==> src/hw/rtl/assert_macros.svh <==
// assertion macros shared by the tiled shift piece generator rtl
// no dependencies
`ifndef ASSERT_MACROS_SVH
`define ASSERT_MACROS_SVH

// same-cycle implication
`define ASSERT_IMPLY(lbl, clk, rst, a, c) \
  lbl: assert property (@(posedge clk) disable iff (rst) (a) |-> (c)) \
    else $error("same-cycle check failed");

// next-cycle implication
`define ASSERT_NEXT(lbl, clk, rst, a, c) \
  lbl: assert property (@(posedge clk) disable iff (rst) (a) |=> (c)) \
    else $error("next-cycle check failed");

`endif

==> src/hw/rtl/tssp_pkg.sv <==
// shared types and constants for the tiled shift piece generator
// no dependencies
package tssp_pkg;

  // tile edge is a power of two
  localparam int TILE_SHIFT = 6;
  localparam int TILE_EDGE  = 1 << TILE_SHIFT;

  localparam int IDX_W   = 16;
  localparam int OFS_W   = 24;
  localparam int DIM_W   = 16;
  localparam int LOC_W   = 6;
  localparam int SIZE_W  = 7;
  localparam int LSZ_W   = TILE_SHIFT + 1;
  localparam int COORD_W = ((IDX_W + TILE_SHIFT > OFS_W) ? IDX_W + TILE_SHIFT : OFS_W) + 2;
  localparam int ADDR_W  = 4;
  localparam int DATA_W  = 32;

  localparam int QUEUE_DEPTH_DEF = 4;

  typedef enum logic [1:0] {
    REG_OFFSET_X,
    REG_OFFSET_Y,
    REG_CANVAS_W,
    REG_CANVAS_H
  } reg_idx_t;

  typedef enum logic {
    CMD_SRC_TO_DST = 1'b0,
    CMD_DST_TO_SRC = 1'b1
  } cmd_t;

  typedef struct packed {
    logic signed [OFS_W-1:0] offset_x;
    logic signed [OFS_W-1:0] offset_y;
    logic [DIM_W-1:0]        canvas_width;
    logic [DIM_W-1:0]        canvas_height;
  } cfg_t;

  typedef struct packed {
    logic [IDX_W-1:0]      tile;
    logic                  two;
    logic [TILE_SHIFT-1:0] src0;
    logic [TILE_SHIFT-1:0] dst0;
    logic [TILE_SHIFT-1:0] dst1;
    logic [LSZ_W-1:0]      len0;
    logic [LSZ_W-1:0]      len1;
  } axis_desc_t;

  typedef struct packed {
    cmd_t       cmd;
    axis_desc_t x;
    axis_desc_t y;
  } piece_desc_t;

endpackage

==> src/hw/rtl/tiled_surface_shift_piece_generator.sv <==
// top level: register port, front end, descriptor queue and piece emitter
// depends on tssp_pkg, tssp_front, tssp_queue, tssp_back and assert_macros.svh
//
// An item is taken on any cycle with start high and busy low, one per cycle. It
// yields one to four results, one per cycle on out_valid, last marking its final
// one; a clip that misses the canvas yields none. With the queue empty, the first
// result follows the two front stages, the queue and the emitter's output
// registers. The single result port sets the sustained rate, items following back
// to back. The receiver cannot stall; busy rises only when the two front stages
// and the QUEUE_DEPTH-entry descriptor queue together hold QUEUE_DEPTH items.
`include "assert_macros.svh"
module tiled_surface_shift_piece_generator #(
  parameter int QUEUE_DEPTH = tssp_pkg::QUEUE_DEPTH_DEF
) (
  input  logic                                clk,
  input  logic                                rst,
  input  logic                                psel,
  input  logic                                penable,
  input  logic                                pwrite,
  input  logic [tssp_pkg::ADDR_W-1:0]         paddr,
  input  logic [tssp_pkg::DATA_W-1:0]         pwdata,
  output logic [tssp_pkg::DATA_W-1:0]         prdata,
  output logic                                pready,
  input  logic                                start,
  output logic                                busy,
  input  logic                                cmd,
  input  logic signed [tssp_pkg::IDX_W-1:0]   tile_col,
  input  logic signed [tssp_pkg::IDX_W-1:0]   tile_row,
  output logic                                out_valid,
  output logic signed [tssp_pkg::IDX_W-1:0]   out_col,
  output logic signed [tssp_pkg::IDX_W-1:0]   out_row,
  output logic [tssp_pkg::LOC_W-1:0]          src_local_x,
  output logic [tssp_pkg::LOC_W-1:0]          src_local_y,
  output logic [tssp_pkg::LOC_W-1:0]          dst_local_x,
  output logic [tssp_pkg::LOC_W-1:0]          dst_local_y,
  output logic [tssp_pkg::SIZE_W-1:0]         piece_width,
  output logic [tssp_pkg::SIZE_W-1:0]         piece_height,
  output logic                                last
);
  import tssp_pkg::*;

  localparam int CNT_W = $clog2(QUEUE_DEPTH + 1);
  localparam int SUM_W = CNT_W + 2;

  cfg_t        cfg;
  reg_idx_t    reg_idx;
  logic        wr_en;
  logic        take;
  logic        push, pop, nonempty;
  piece_desc_t push_data, head;
  logic [1:0]       inflight;
  logic [CNT_W-1:0] qcount;
  logic [SUM_W-1:0] occupancy;

  assign pready  = 1'b1;
  assign reg_idx = reg_idx_t'(paddr[ADDR_W-1:2]);
  assign wr_en   = psel && penable && pwrite && pready;

  always_ff @(posedge clk) begin
    if (rst) begin
      cfg <= '0;
    end else if (wr_en) begin
      case (reg_idx)
        REG_OFFSET_X: cfg.offset_x      <= pwdata[OFS_W-1:0];
        REG_OFFSET_Y: cfg.offset_y      <= pwdata[OFS_W-1:0];
        REG_CANVAS_W: cfg.canvas_width  <= pwdata[DIM_W-1:0];
        REG_CANVAS_H: cfg.canvas_height <= pwdata[DIM_W-1:0];
        default: ;
      endcase
    end
  end

  always_comb begin
    case (reg_idx)
      REG_OFFSET_X: prdata = {{(DATA_W-OFS_W){1'b0}}, cfg.offset_x};
      REG_OFFSET_Y: prdata = {{(DATA_W-OFS_W){1'b0}}, cfg.offset_y};
      REG_CANVAS_W: prdata = {{(DATA_W-DIM_W){1'b0}}, cfg.canvas_width};
      REG_CANVAS_H: prdata = {{(DATA_W-DIM_W){1'b0}}, cfg.canvas_height};
      default:      prdata = '0;
    endcase
  end

  // credit check covers items still in the front stages
  assign occupancy = SUM_W'(qcount) + SUM_W'(inflight);
  assign busy      = occupancy >= SUM_W'(QUEUE_DEPTH);
  assign take      = start && !busy;

  tssp_front u_front (
    .clk       (clk),
    .rst       (rst),
    .cfg       (cfg),
    .take      (take),
    .cmd       (cmd),
    .tile_col  (tile_col),
    .tile_row  (tile_row),
    .push      (push),
    .push_data (push_data),
    .inflight  (inflight)
  );

  tssp_queue #(
    .DEPTH (QUEUE_DEPTH)
  ) u_queue (
    .clk       (clk),
    .rst       (rst),
    .push      (push),
    .push_data (push_data),
    .pop       (pop),
    .head      (head),
    .nonempty  (nonempty),
    .count     (qcount)
  );

  tssp_back u_back (
    .clk          (clk),
    .rst          (rst),
    .head         (head),
    .head_valid   (nonempty),
    .pop          (pop),
    .out_valid    (out_valid),
    .out_col      (out_col),
    .out_row      (out_row),
    .src_local_x  (src_local_x),
    .src_local_y  (src_local_y),
    .dst_local_x  (dst_local_x),
    .dst_local_y  (dst_local_y),
    .piece_width  (piece_width),
    .piece_height (piece_height),
    .last         (last)
  );

  `ASSERT_IMPLY(a_credit_bound, clk, rst, 1'b1, occupancy <= SUM_W'(QUEUE_DEPTH))

endmodule

==> src/hw/rtl/tssp_front.sv <==
// front end: clips the tile square to the canvas and builds a piece descriptor
// depends on tssp_pkg
module tssp_front (
  input  logic                                clk,
  input  logic                                rst,
  input  tssp_pkg::cfg_t                      cfg,
  input  logic                                take,
  input  logic                                cmd,
  input  logic signed [tssp_pkg::IDX_W-1:0]   tile_col,
  input  logic signed [tssp_pkg::IDX_W-1:0]   tile_row,
  output logic                                push,
  output tssp_pkg::piece_desc_t               push_data,
  output logic [1:0]                          inflight
);
  import tssp_pkg::*;

  typedef struct packed {
    logic             empty;
    logic [DIM_W-1:0] p0;
    logic [DIM_W-1:0] p1;
  } clip_t;

  function automatic logic signed [COORD_W-1:0] tile_base(input logic signed [IDX_W-1:0] t);
    tile_base = {{(COORD_W-IDX_W-TILE_SHIFT){t[IDX_W-1]}}, t, {TILE_SHIFT{1'b0}}};
  endfunction

  function automatic logic signed [COORD_W-1:0] ofs_ext(input logic signed [OFS_W-1:0] o);
    ofs_ext = {{(COORD_W-OFS_W){o[OFS_W-1]}}, o};
  endfunction

  function automatic clip_t clip(input logic signed [COORD_W-1:0] lo,
                                 input logic signed [COORD_W-1:0] hi,
                                 input logic [DIM_W-1:0] dim);
    logic signed [COORD_W-1:0] dim_ext;
    clip_t r;
    dim_ext = {{(COORD_W-DIM_W){1'b0}}, dim};
    r.empty = (dim == '0) || (lo >= dim_ext) || hi[COORD_W-1];
    r.p0    = lo[COORD_W-1] ? '0 : lo[DIM_W-1:0];
    r.p1    = (hi >= dim_ext) ? dim - 1'b1 : hi[DIM_W-1:0];
    return r;
  endfunction

  function automatic axis_desc_t axis(input logic mode1,
                                      input logic [DIM_W-1:0] p0,
                                      input logic [DIM_W-1:0] p1,
                                      input logic signed [OFS_W-1:0] o);
    logic signed [COORD_W-1:0] add;
    logic signed [COORD_W-1:0] s0;
    logic signed [COORD_W-1:0] s1;
    logic [LSZ_W-1:0]          span;
    axis_desc_t                d;
    add    = mode1 ? ofs_ext(o) : '0;
    s0     = {{(COORD_W-DIM_W){1'b0}}, p0} + add;
    s1     = {{(COORD_W-DIM_W){1'b0}}, p1} + add;
    span   = LSZ_W'(p1 - p0) + 1'b1;
    d.tile = s0[TILE_SHIFT +: IDX_W];
    d.two  = s0[COORD_W-1:TILE_SHIFT] != s1[COORD_W-1:TILE_SHIFT];
    d.src0 = s0[TILE_SHIFT-1:0];
    d.dst0 = p0[TILE_SHIFT-1:0];
    d.len0 = d.two ? LSZ_W'(TILE_EDGE) - {1'b0, s0[TILE_SHIFT-1:0]} : span;
    d.len1 = {1'b0, s1[TILE_SHIFT-1:0]} + 1'b1;
    d.dst1 = d.dst0 + d.len0[TILE_SHIFT-1:0];
    return d;
  endfunction

  // stage 1: raw tile square edges
  logic                      v1;
  cmd_t                      cmd1;
  logic signed [COORD_W-1:0] lo_x, hi_x, lo_y, hi_y;
  logic signed [COORD_W-1:0] base_x, base_y, sub_x, sub_y;

  // stage 2: clipped range in canvas coordinates
  logic                      v2;
  cmd_t                      cmd2;
  logic [DIM_W-1:0]          p0_x, p1_x, p0_y, p1_y;
  clip_t                     clip_x, clip_y;

  assign base_x = tile_base(tile_col);
  assign base_y = tile_base(tile_row);
  assign sub_x  = (cmd_t'(cmd) == CMD_SRC_TO_DST) ? ofs_ext(cfg.offset_x) : '0;
  assign sub_y  = (cmd_t'(cmd) == CMD_SRC_TO_DST) ? ofs_ext(cfg.offset_y) : '0;

  assign clip_x = clip(lo_x, hi_x, cfg.canvas_width);
  assign clip_y = clip(lo_y, hi_y, cfg.canvas_height);

  always_ff @(posedge clk) begin
    if (rst) begin
      v1 <= 1'b0;
      v2 <= 1'b0;
    end else begin
      v1 <= take;
      v2 <= v1 && !clip_x.empty && !clip_y.empty;
    end
  end

  always_ff @(posedge clk) begin
    if (take) begin
      cmd1 <= cmd_t'(cmd);
      lo_x <= base_x - sub_x;
      hi_x <= (base_x | COORD_W'(TILE_EDGE - 1)) - sub_x;
      lo_y <= base_y - sub_y;
      hi_y <= (base_y | COORD_W'(TILE_EDGE - 1)) - sub_y;
    end
    if (v1) begin
      cmd2 <= cmd1;
      p0_x <= clip_x.p0;
      p1_x <= clip_x.p1;
      p0_y <= clip_y.p0;
      p1_y <= clip_y.p1;
    end
  end

  // tile split and piece geometry go straight into the queue
  assign push           = v2;
  assign push_data.cmd  = cmd2;
  assign push_data.x    = axis(cmd2 == CMD_DST_TO_SRC, p0_x, p1_x, cfg.offset_x);
  assign push_data.y    = axis(cmd2 == CMD_DST_TO_SRC, p0_y, p1_y, cfg.offset_y);
  assign inflight       = {1'b0, v1} + {1'b0, v2};

endmodule

==> src/hw/rtl/tssp_queue.sv <==
// descriptor queue between the front end and the piece emitter
// depends on tssp_pkg and assert_macros.svh
`include "assert_macros.svh"
module tssp_queue #(
  parameter int DEPTH = tssp_pkg::QUEUE_DEPTH_DEF
) (
  input  logic                         clk,
  input  logic                         rst,
  input  logic                         push,
  input  tssp_pkg::piece_desc_t        push_data,
  input  logic                         pop,
  output tssp_pkg::piece_desc_t        head,
  output logic                         nonempty,
  output logic [$clog2(DEPTH+1)-1:0]   count
);
  import tssp_pkg::*;

  localparam int PTR_W = $clog2(DEPTH);
  localparam int CNT_W = $clog2(DEPTH + 1);

  piece_desc_t      mem [DEPTH];
  logic [PTR_W-1:0] wr_ptr, rd_ptr;
  logic [CNT_W-1:0] count_next;

  function automatic logic [PTR_W-1:0] bump(input logic [PTR_W-1:0] p);
    bump = (p == PTR_W'(DEPTH - 1)) ? '0 : p + 1'b1;
  endfunction

  always_comb begin
    count_next = count;
    if (push && !pop) count_next = count + 1'b1;
    if (pop && !push) count_next = count - 1'b1;
  end

  always_ff @(posedge clk) begin
    if (rst) begin
      wr_ptr <= '0;
      rd_ptr <= '0;
      count  <= '0;
    end else begin
      if (push) wr_ptr <= bump(wr_ptr);
      if (pop) rd_ptr <= bump(rd_ptr);
      count <= count_next;
    end
  end

  always_ff @(posedge clk) begin
    if (push) mem[wr_ptr] <= push_data;
  end

  assign head     = mem[rd_ptr];
  assign nonempty = count != '0;

  `ASSERT_IMPLY(a_no_overflow, clk, rst, push && !pop, count != CNT_W'(DEPTH))
  `ASSERT_IMPLY(a_no_underflow, clk, rst, pop, nonempty)

endmodule

==> src/hw/rtl/tssp_back.sv <==
// piece emitter: walks the up to four tiles of one descriptor in row-major order
// depends on tssp_pkg and assert_macros.svh
`include "assert_macros.svh"
module tssp_back (
  input  logic                                clk,
  input  logic                                rst,
  input  tssp_pkg::piece_desc_t               head,
  input  logic                                head_valid,
  output logic                                pop,
  output logic                                out_valid,
  output logic signed [tssp_pkg::IDX_W-1:0]   out_col,
  output logic signed [tssp_pkg::IDX_W-1:0]   out_row,
  output logic [tssp_pkg::LOC_W-1:0]          src_local_x,
  output logic [tssp_pkg::LOC_W-1:0]          src_local_y,
  output logic [tssp_pkg::LOC_W-1:0]          dst_local_x,
  output logic [tssp_pkg::LOC_W-1:0]          dst_local_y,
  output logic [tssp_pkg::SIZE_W-1:0]         piece_width,
  output logic [tssp_pkg::SIZE_W-1:0]         piece_height,
  output logic                                last
);
  import tssp_pkg::*;

  piece_desc_t           cur;
  logic                  act, act_next;
  logic                  xi, yi;
  logic                  is_last, mode1;
  logic [TILE_SHIFT-1:0] sx, sy, dx, dy;
  logic [LSZ_W-1:0]      w, h;

  assign is_last  = (xi == cur.x.two) && (yi == cur.y.two);
  assign pop      = head_valid && (!act || is_last);
  assign act_next = pop || (act && !is_last);
  assign mode1    = cur.cmd == CMD_DST_TO_SRC;

  // second column or row starts at the tile edge on the source side
  assign sx = (mode1 && !xi) ? cur.x.src0 : '0;
  assign sy = (mode1 && !yi) ? cur.y.src0 : '0;
  assign dx = !mode1 ? '0 : (xi ? cur.x.dst1 : cur.x.dst0);
  assign dy = !mode1 ? '0 : (yi ? cur.y.dst1 : cur.y.dst0);
  assign w  = !mode1 ? '0 : (xi ? cur.x.len1 : cur.x.len0);
  assign h  = !mode1 ? '0 : (yi ? cur.y.len1 : cur.y.len0);

  always_ff @(posedge clk) begin
    if (rst) begin
      act       <= 1'b0;
      out_valid <= 1'b0;
      xi        <= 1'b0;
      yi        <= 1'b0;
    end else begin
      act       <= act_next;
      out_valid <= act;
      if (pop) begin
        xi <= 1'b0;
        yi <= 1'b0;
      end else if (act) begin
        if (xi != cur.x.two) begin
          xi <= 1'b1;
        end else begin
          xi <= 1'b0;
          yi <= 1'b1;
        end
      end
    end
  end

  always_ff @(posedge clk) begin
    if (pop) cur <= head;
    if (act) begin
      out_col      <= cur.x.tile + {{(IDX_W-1){1'b0}}, xi};
      out_row      <= cur.y.tile + {{(IDX_W-1){1'b0}}, yi};
      src_local_x  <= LOC_W'(sx);
      src_local_y  <= LOC_W'(sy);
      dst_local_x  <= LOC_W'(dx);
      dst_local_y  <= LOC_W'(dy);
      piece_width  <= SIZE_W'(w);
      piece_height <= SIZE_W'(h);
      last         <= is_last;
    end
  end

  `ASSERT_NEXT(a_item_continues, clk, rst, act && !is_last, act && (xi || yi))

endmodule
==> config.mk <==
export PLATFORM = sky130hd
export DESIGN_NAME = tiled_surface_shift_piece_generator
export DESIGN_NICKNAME = d
export VERILOG_FILES = /design/src/hw/rtl/tssp_pkg.sv /design/src/hw/rtl/tiled_surface_shift_piece_generator.sv /design/src/hw/rtl/tssp_front.sv /design/src/hw/rtl/tssp_queue.sv /design/src/hw/rtl/tssp_back.sv
export VERILOG_INCLUDE_DIRS = /design/src /design/src/hw/rtl
export SDC_FILE = /design/constraint.sdc
export NUM_CORES = 1
export LEC_CHECK = 0
export BUFFER_PORTS_ARGS = -buffer_cell sky130_fd_sc_hd__buf_2
export CORE_UTILIZATION = 48
export CTS_CLUSTER_SIZE = 14
export DETAILED_ROUTE_END_ITERATION = 8
export GPL_ROUTABILITY_DRIVEN = 0
export MAX_ROUTING_LAYER = met4
export SYNTH_ARGS = -nofsm -noshare
export SYNTH_HDL_FRONTEND = slang
export SYNTH_HIERARCHICAL = 1
export SYNTH_SLANG_ARGS = --single-unit
export TNS_END_PERCENT = 1
==> constraint.sdc <==
create_clock -name clk -period 16.7 [get_ports clk]
set_input_delay 2.505 -clock clk [delete_from_list [all_inputs] [get_ports clk]]
set_output_delay 2.505 -clock clk [all_outputs]
set_load 0.1 [all_outputs]
* After elaboration in Yosys (flattened, before gate mapping)
Memories as Yosys holds them, arrays and structs flattened. A register that Yosys moved wholly into a read port is not among the register bits. Cells that the tools add are included.
Storage, ports and cells: bits in registers 334, latch bits 0, memory bits (writable) 396, memory bits (read-only) 0, input port bits 75, output and inout port bits 106, logic and storage cells 135, memories kept 1
Operators by class: add/subtract/negate cells 28, multiply operators 0, div/mod/pow operators 0, order comparisons 5, equal/unequal tests 10, shift-type cells 0, mux-type cells 20, bitwise gates (word level) 1, reductions and logical operators 38
Memory list:
- u_queue.mem | words 4, bits a word 99, read ports 1, clocked after Yosys merged registers in 1, wr ports 1, line tssp_queue.sv:21 | piece_desc_t mem [DEPTH];
Operators with widths (count):
- 32-bit case mux with 4 select lines | 1
- 16-bit by 26-bit adder with 26-bit output | 4
- 26-bit by 17-bit greater-or-equal comparator with 1-bit output | 4
- 26-bit two-way mux | 4
- 22-bit by 26-bit subtractor with 26-bit output | 4
- 20-bit != test | 2
- 16-bit by 1-bit adder with 16-bit output | 2
- 16-bit logical NOT | 2
- 16-bit two-way mux | 2
- 16-bit by 1-bit subtractor with 16-bit output, second input constant | 2
- 7-bit two-way mux | 4
- 6-bit by 1-bit adder with 7-bit output, second input constant | 2
- 7-bit by 1-bit adder with 7-bit output, second input constant | 2
- 7-bit by 6-bit subtractor with 7-bit output, first input constant | 2
- 7-bit subtractor | 2
- 6-bit adder | 2
- 1-bit logical AND | 12
- 6-bit two-way mux | 2
- 2-bit AND reduction | 5
- 1-bit logical NOT | 9
- 2-bit equality test, second input constant | 4
- 1-bit logical OR | 6
- 3-bit two-way mux | 2
- 2-bit by 1-bit adder with 2-bit output, second input constant | 2
- other kinds (15) | 19

* Longest topological paths before layout
depth after elaboration 8, gate-level depth with buffers 33, depth with buffers taken out 23

* Cells and area by module
Netlist, hierarchy kept.
Modules (own cells, without submodules):
- tssp_front | instances 1, cells an instance 2029, area an instance 17804.6 um^2, seq. area each 5144.9 um^2
- tssp_queue | instances 1, cells an instance 564, area an instance 14692.8 um^2, seq. area each 12071.6 um^2
- tssp_back | instances 1, cells an instance 352, area an instance 6542.5 um^2, seq. area each 5185.0 um^2
- tiled_surface_shift_piece_generator | instances 1, cells an instance 365, area an instance 3856.2 um^2, seq. area each 1601.5 um^2

* Worst setup path after synthesis
No wires, ideal clock.
kind flip-flop to flip-flop, start point register u_front.v1, end point register u_front.cmd1 (enable), data arrival time 7.532 ns, required time 16.130 ns, setup slack 8.599 ns, stages on the path, launching flop included 5, path buffers 0, clock period less this slack 8.101 ns, cell sequence dfxtp_1 ha_1 ha_1 a311o_1 nor2_1
On the way: longest elaborated chain between the ends 5
RTL lines:
- start, declared | line tssp_front.sv:67 | logic v1;
- start signal, assigned | line tssp_front.sv:91 | v1 <= take;
- 1-bit by 1-bit adder with 2-bit output | line tssp_front.sv:118 | assign inflight = {1'b0, v1} + {1'b0, v2};
- via inflight[1] | line tiled_surface_shift_piece_generator.sv:51 | logic [1:0] inflight;
- 3-bit by 2-bit adder with 4-bit output | line tiled_surface_shift_piece_generator.sv:84 | assign occupancy = SUM_W'(qcount) + SUM_W'(inflight);
- 4-bit by 3-bit greater-or-equal comparator with 1-bit output | line tiled_surface_shift_piece_generator.sv:85 | assign busy = occupancy >= SUM_W'(QUEUE_DEPTH);
- via busy | line tiled_surface_shift_piece_generator.sv:25 | output logic busy,
- 1-bit logical NOT | line tiled_surface_shift_piece_generator.sv:86 | assign take = start && !busy;
- 1-bit logical AND | line tiled_surface_shift_piece_generator.sv:86
- via take | line tiled_surface_shift_piece_generator.sv:48 | logic take;
- end signal, assigned | line tssp_front.sv:98 | cmd1 <= cmd_t'(cmd);
- end, declared | line tssp_front.sv:68 | cmd_t cmd1;
The timed path passes the listed nets, and every way through them passes these cells. A chain may end at the register's enable or synchronous reset.

==> impl_metrics.toml <==
[placed_design]
pre_cts_ws_ns = 9.46
portBuffers = 161
place_area_um2 = 44400
place_hpwl_um = 71100

[logic_synthesis]
synth_warnings = 6
synth_edf_count = 736
ys_seq_area_share_pct = 56.0
syn_inst = 3310
ys_async_sr_fraction_pct = 0
syn_area_per_cell_um2 = 13.0
syn_area_um2 = 42900
synth_cell_types = 108
synth-seq-cells = 831
ys.flop_type = "edfxtp_1"

[clocking]
post_cts_buffers = 0
ctsHoldBuffers = 0
clockBufferDepth = 3
cts_resized = 0
root_buffer = "clkbuf_16"
cts_sinks = 831
cts_made_buffers = 92
path_clk_slew_ns = 0.06
worst_skew_pair.late_latency_ns = 0.67
h-tree-depth = 3
cts_tree = "yes"

[pwr]
powerDensity_nw_per_um2 = 120
p_seq_share_pct = 47.7
p_sw_share_pct = 29.7
ir_drop_v = 0.0000975
p_switching_uw = 1680
total_power_uw = 5670
p_comb_share_pct = 18.4
clkPwrFrac_pct = 33.9
intPower_uw = 3990
leakagePower_uw = 0.0166

[floorplanning]
rows = 109
ioPinCount = 181
die-area_um2 = 90600
core_um2 = 88500
fp.dieW_um = 301
start_util_pct = 48.5
fp.dieH_um = 301

[timing]
fmax_ghz = 0.138
timing_hold_violations_final = 0
worst_pin_slew_ns = 1.12
setup_tns_ns = 0
min_period_over_period_pct = 43.4
clock_skew_ns = 0.0308
setup_slack_ns = 9.45
slew_headroom_pct = 25.4
report.final.slew_viol_count = 0
setup_viol = 0
fin_crit_ns = 7.25
rsz0062_at_grt = "false"

[run_status]
status = "finished with violations"
violations = "DRC"

[layout]
final_util_pct = 53.5
final_cell_mix = "edfxtp_1 (736), nand2_1 (203), xnor2_1 (189), ha_1 (186), buf_2 (161)"
nets = 3679
fin_area_um2 = 47400
diodes = 0
area_delta_synth_final_pct = 10.4
final_common_cell = "edfxtp_1"
drive_gt1_share_pct = 15.8

[hold_path]
worstHoldStart = "u_front/cmd1"
hold_end = "u_front/cmd2"
hold-path-cell-count = 0
hp-class = "reg -> reg"

[route]
drtIter0Drc = 1860
num_vias = 26700
ant_nets = 0
wl_per_cell_um = 21.8
route.met2.wl_um = 47800
wl_met1_um = 46000
drt_first_pass_iters = 7
wirelength_um = 102000
avgViaCountPerCell = 5.74
drc = 11
wl_met3_um = 5120
dr.max_layer_used = "met4"

[worst_setup_path]
cp_slowest_cell = "nor3_2"
crit_start = "u_front/cmd2"
critPathMaxStageDelay_ns = 0.81
ff2ff_path_depth = 24
crit_chain = "buf_4 > buf_4 > and2_1 > ha_1 > ha_1 > a21oi_1 > nor4_1 > a22oi_1 > o22ai_1 > a21oi_1 > o41a_1 > o21ai_1 > a21oi_1 > xor2_1 > xnor2_1 > nor3_2 > mux2_2 > ha_1 > a21o_1 > a21oi_1 > o21bai_1 > a21oi_1 > xnor2_1 > xnor2_1"
rr_endpoint = "u_queue/mem[0][19]"
path_class = "reg -> reg"
critPathRequiredTime_ns = 17.13
r2r_start = "u_front/cmd2"
cp-start-kind = "flip-flop"
end_kind = "flip-flop"
rrSetupSlack_ns = 9.45
cp_max_fo = 77
path_delay_family = "compound AO/OA/AOI/OAI gates"
crit_path_frequent_cell = "a21oi_1"
path_buf_inv = 2
crit_arrival_ns = 7.68

[global_route]
grt_pass1_vias = 27000
grt_usage_pct = 23.1
grt_max_degree = 115
overflow = 0
antenna_found_initial = 1
grt_pass1_wl_um = 155000

[job]
cap_violations = 0
## worst max-delay path by stage
stage / to / slack, ns / depth (start not counted)
after floorplan: u_front/cmd1 / 8.60 / 4
final: u_queue/mem[0][19] / 9.45 / 24
after CTS: u_queue/mem[0][19] / 9.44 / 23
after global placement: u_queue/mem[0][19] / 9.65 / 24
after detailed placement: u_queue/mem[2][19] / 9.46 / 24
after global routing: u_queue/mem[0][19] / 8.88 / 23
## flip-flops by register name, summed over array words and instances, names as in the netlist, 7 cells and up, named ones only
signal / cells
u_queue/mem: 396
u_back/cur: 98
cfg: 80
u_front/hi_x: 26
u_front/hi_y: 26
u_front/lo_x: 26
u_front/lo_y: 26
u_back/out_col: 16
u_back/out_row: 16
u_front/p0_x: 16
u_front/p0_y: 16
u_front/p1_x: 16
u_front/p1_y: 16
u_back/piece_height: 7
u_back/piece_width: 7
## power groups by stage
stage / logic (uW) / registers (uW) / clock network (uW)
floorplan: 641 / 2910 / 0
global placement: 1030 / 2750 / 0
detailed placement: 1050 / 2750 / 0
CTS: 1060 / 2710 / 1970
global route: 1120 / 2730 / 2050
finish: 1040 / 2700 / 1920
## metrics by stage
step / instances / hold WS (ns)
floorplan: 3317 / 0.400
global placement: 4482 / 0.403
detailed placement: 4482 / 0.413
CTS: 4650 / 0.427
global route: 4650 / 0.438
finish: 4650 / 0.423
## final cells by class
| cell class | instances | area [um^2] |
|---|---|---|
| Clock buffer | 118 | 2450 |
| Clock inverter | 50 | 453 |
| Fill cell | 7292 | 41200 |
| Inverter | 148 | 556 |
| Multi-Input combinational cell | 2147 | 17400 |
| Sequential cell | 831 | 24000 |
| Tap cell | 1165 | 1460 |
| Timing Repair Buffer | 191 | 1030 |
## kinds of logic (layout without fill, tap and decap cells)
family	Yosys count	in the layout	share of synthesized area, %
XOR/XNOR	290	290	6.16
buffers and inverters	339	507	3.63
AO/OA/AOI/OAI	574	574	8.69
AND/OR/NAND/NOR	819	819	10.2
flip-flops	831	831	56.0
adder cells (fa/ha/maj)	203	203	5.99
other	2	9	0.0175
multiplexers	252	252	9.33
## per-layer routing
layer	GRT usage [%]	vias to the layer above
met1	31.3	13300
met3	2.51	172
li1	-	12500
met2	36.5	786
met4	7.18	0
met5	-	-
## Yosys cell counts (11+ instances only)
master,number,area share [%]
ha_1,186,5.4
mux2i_1,105,2.5
nor2b_1,98,1.4
and3_1,12,0.18
buf_4,37,0.65
edfxtp_1,736,52
o21ai_1,11,0.13
nand4_1,27,0.39
and2_1,45,0.66
nand2_1,203,1.8
xor2_1,93,1.9
nor3_1,47,0.55
dfxtp_1,95,4.4
nor4_1,19,0.28
mux4_2,115,6.0
a21o_1,41,0.72
buf_2,49,0.57
nand2b_1,119,1.7
a21oi_1,158,1.8
xnor2_1,189,3.9
clkbuf_1,85,0.74
mux2_2,31,0.81
o21bai_1,21,0.37
o211ai_1,20,0.35
o21ai_0,144,1.7
nand3_1,44,0.51
o21a_1,28,0.49
inv_1,144,1.3
a31oi_1,13,0.19
nor2_1,137,1.2
Note: power is estimated with default switching activity, not from simulation.
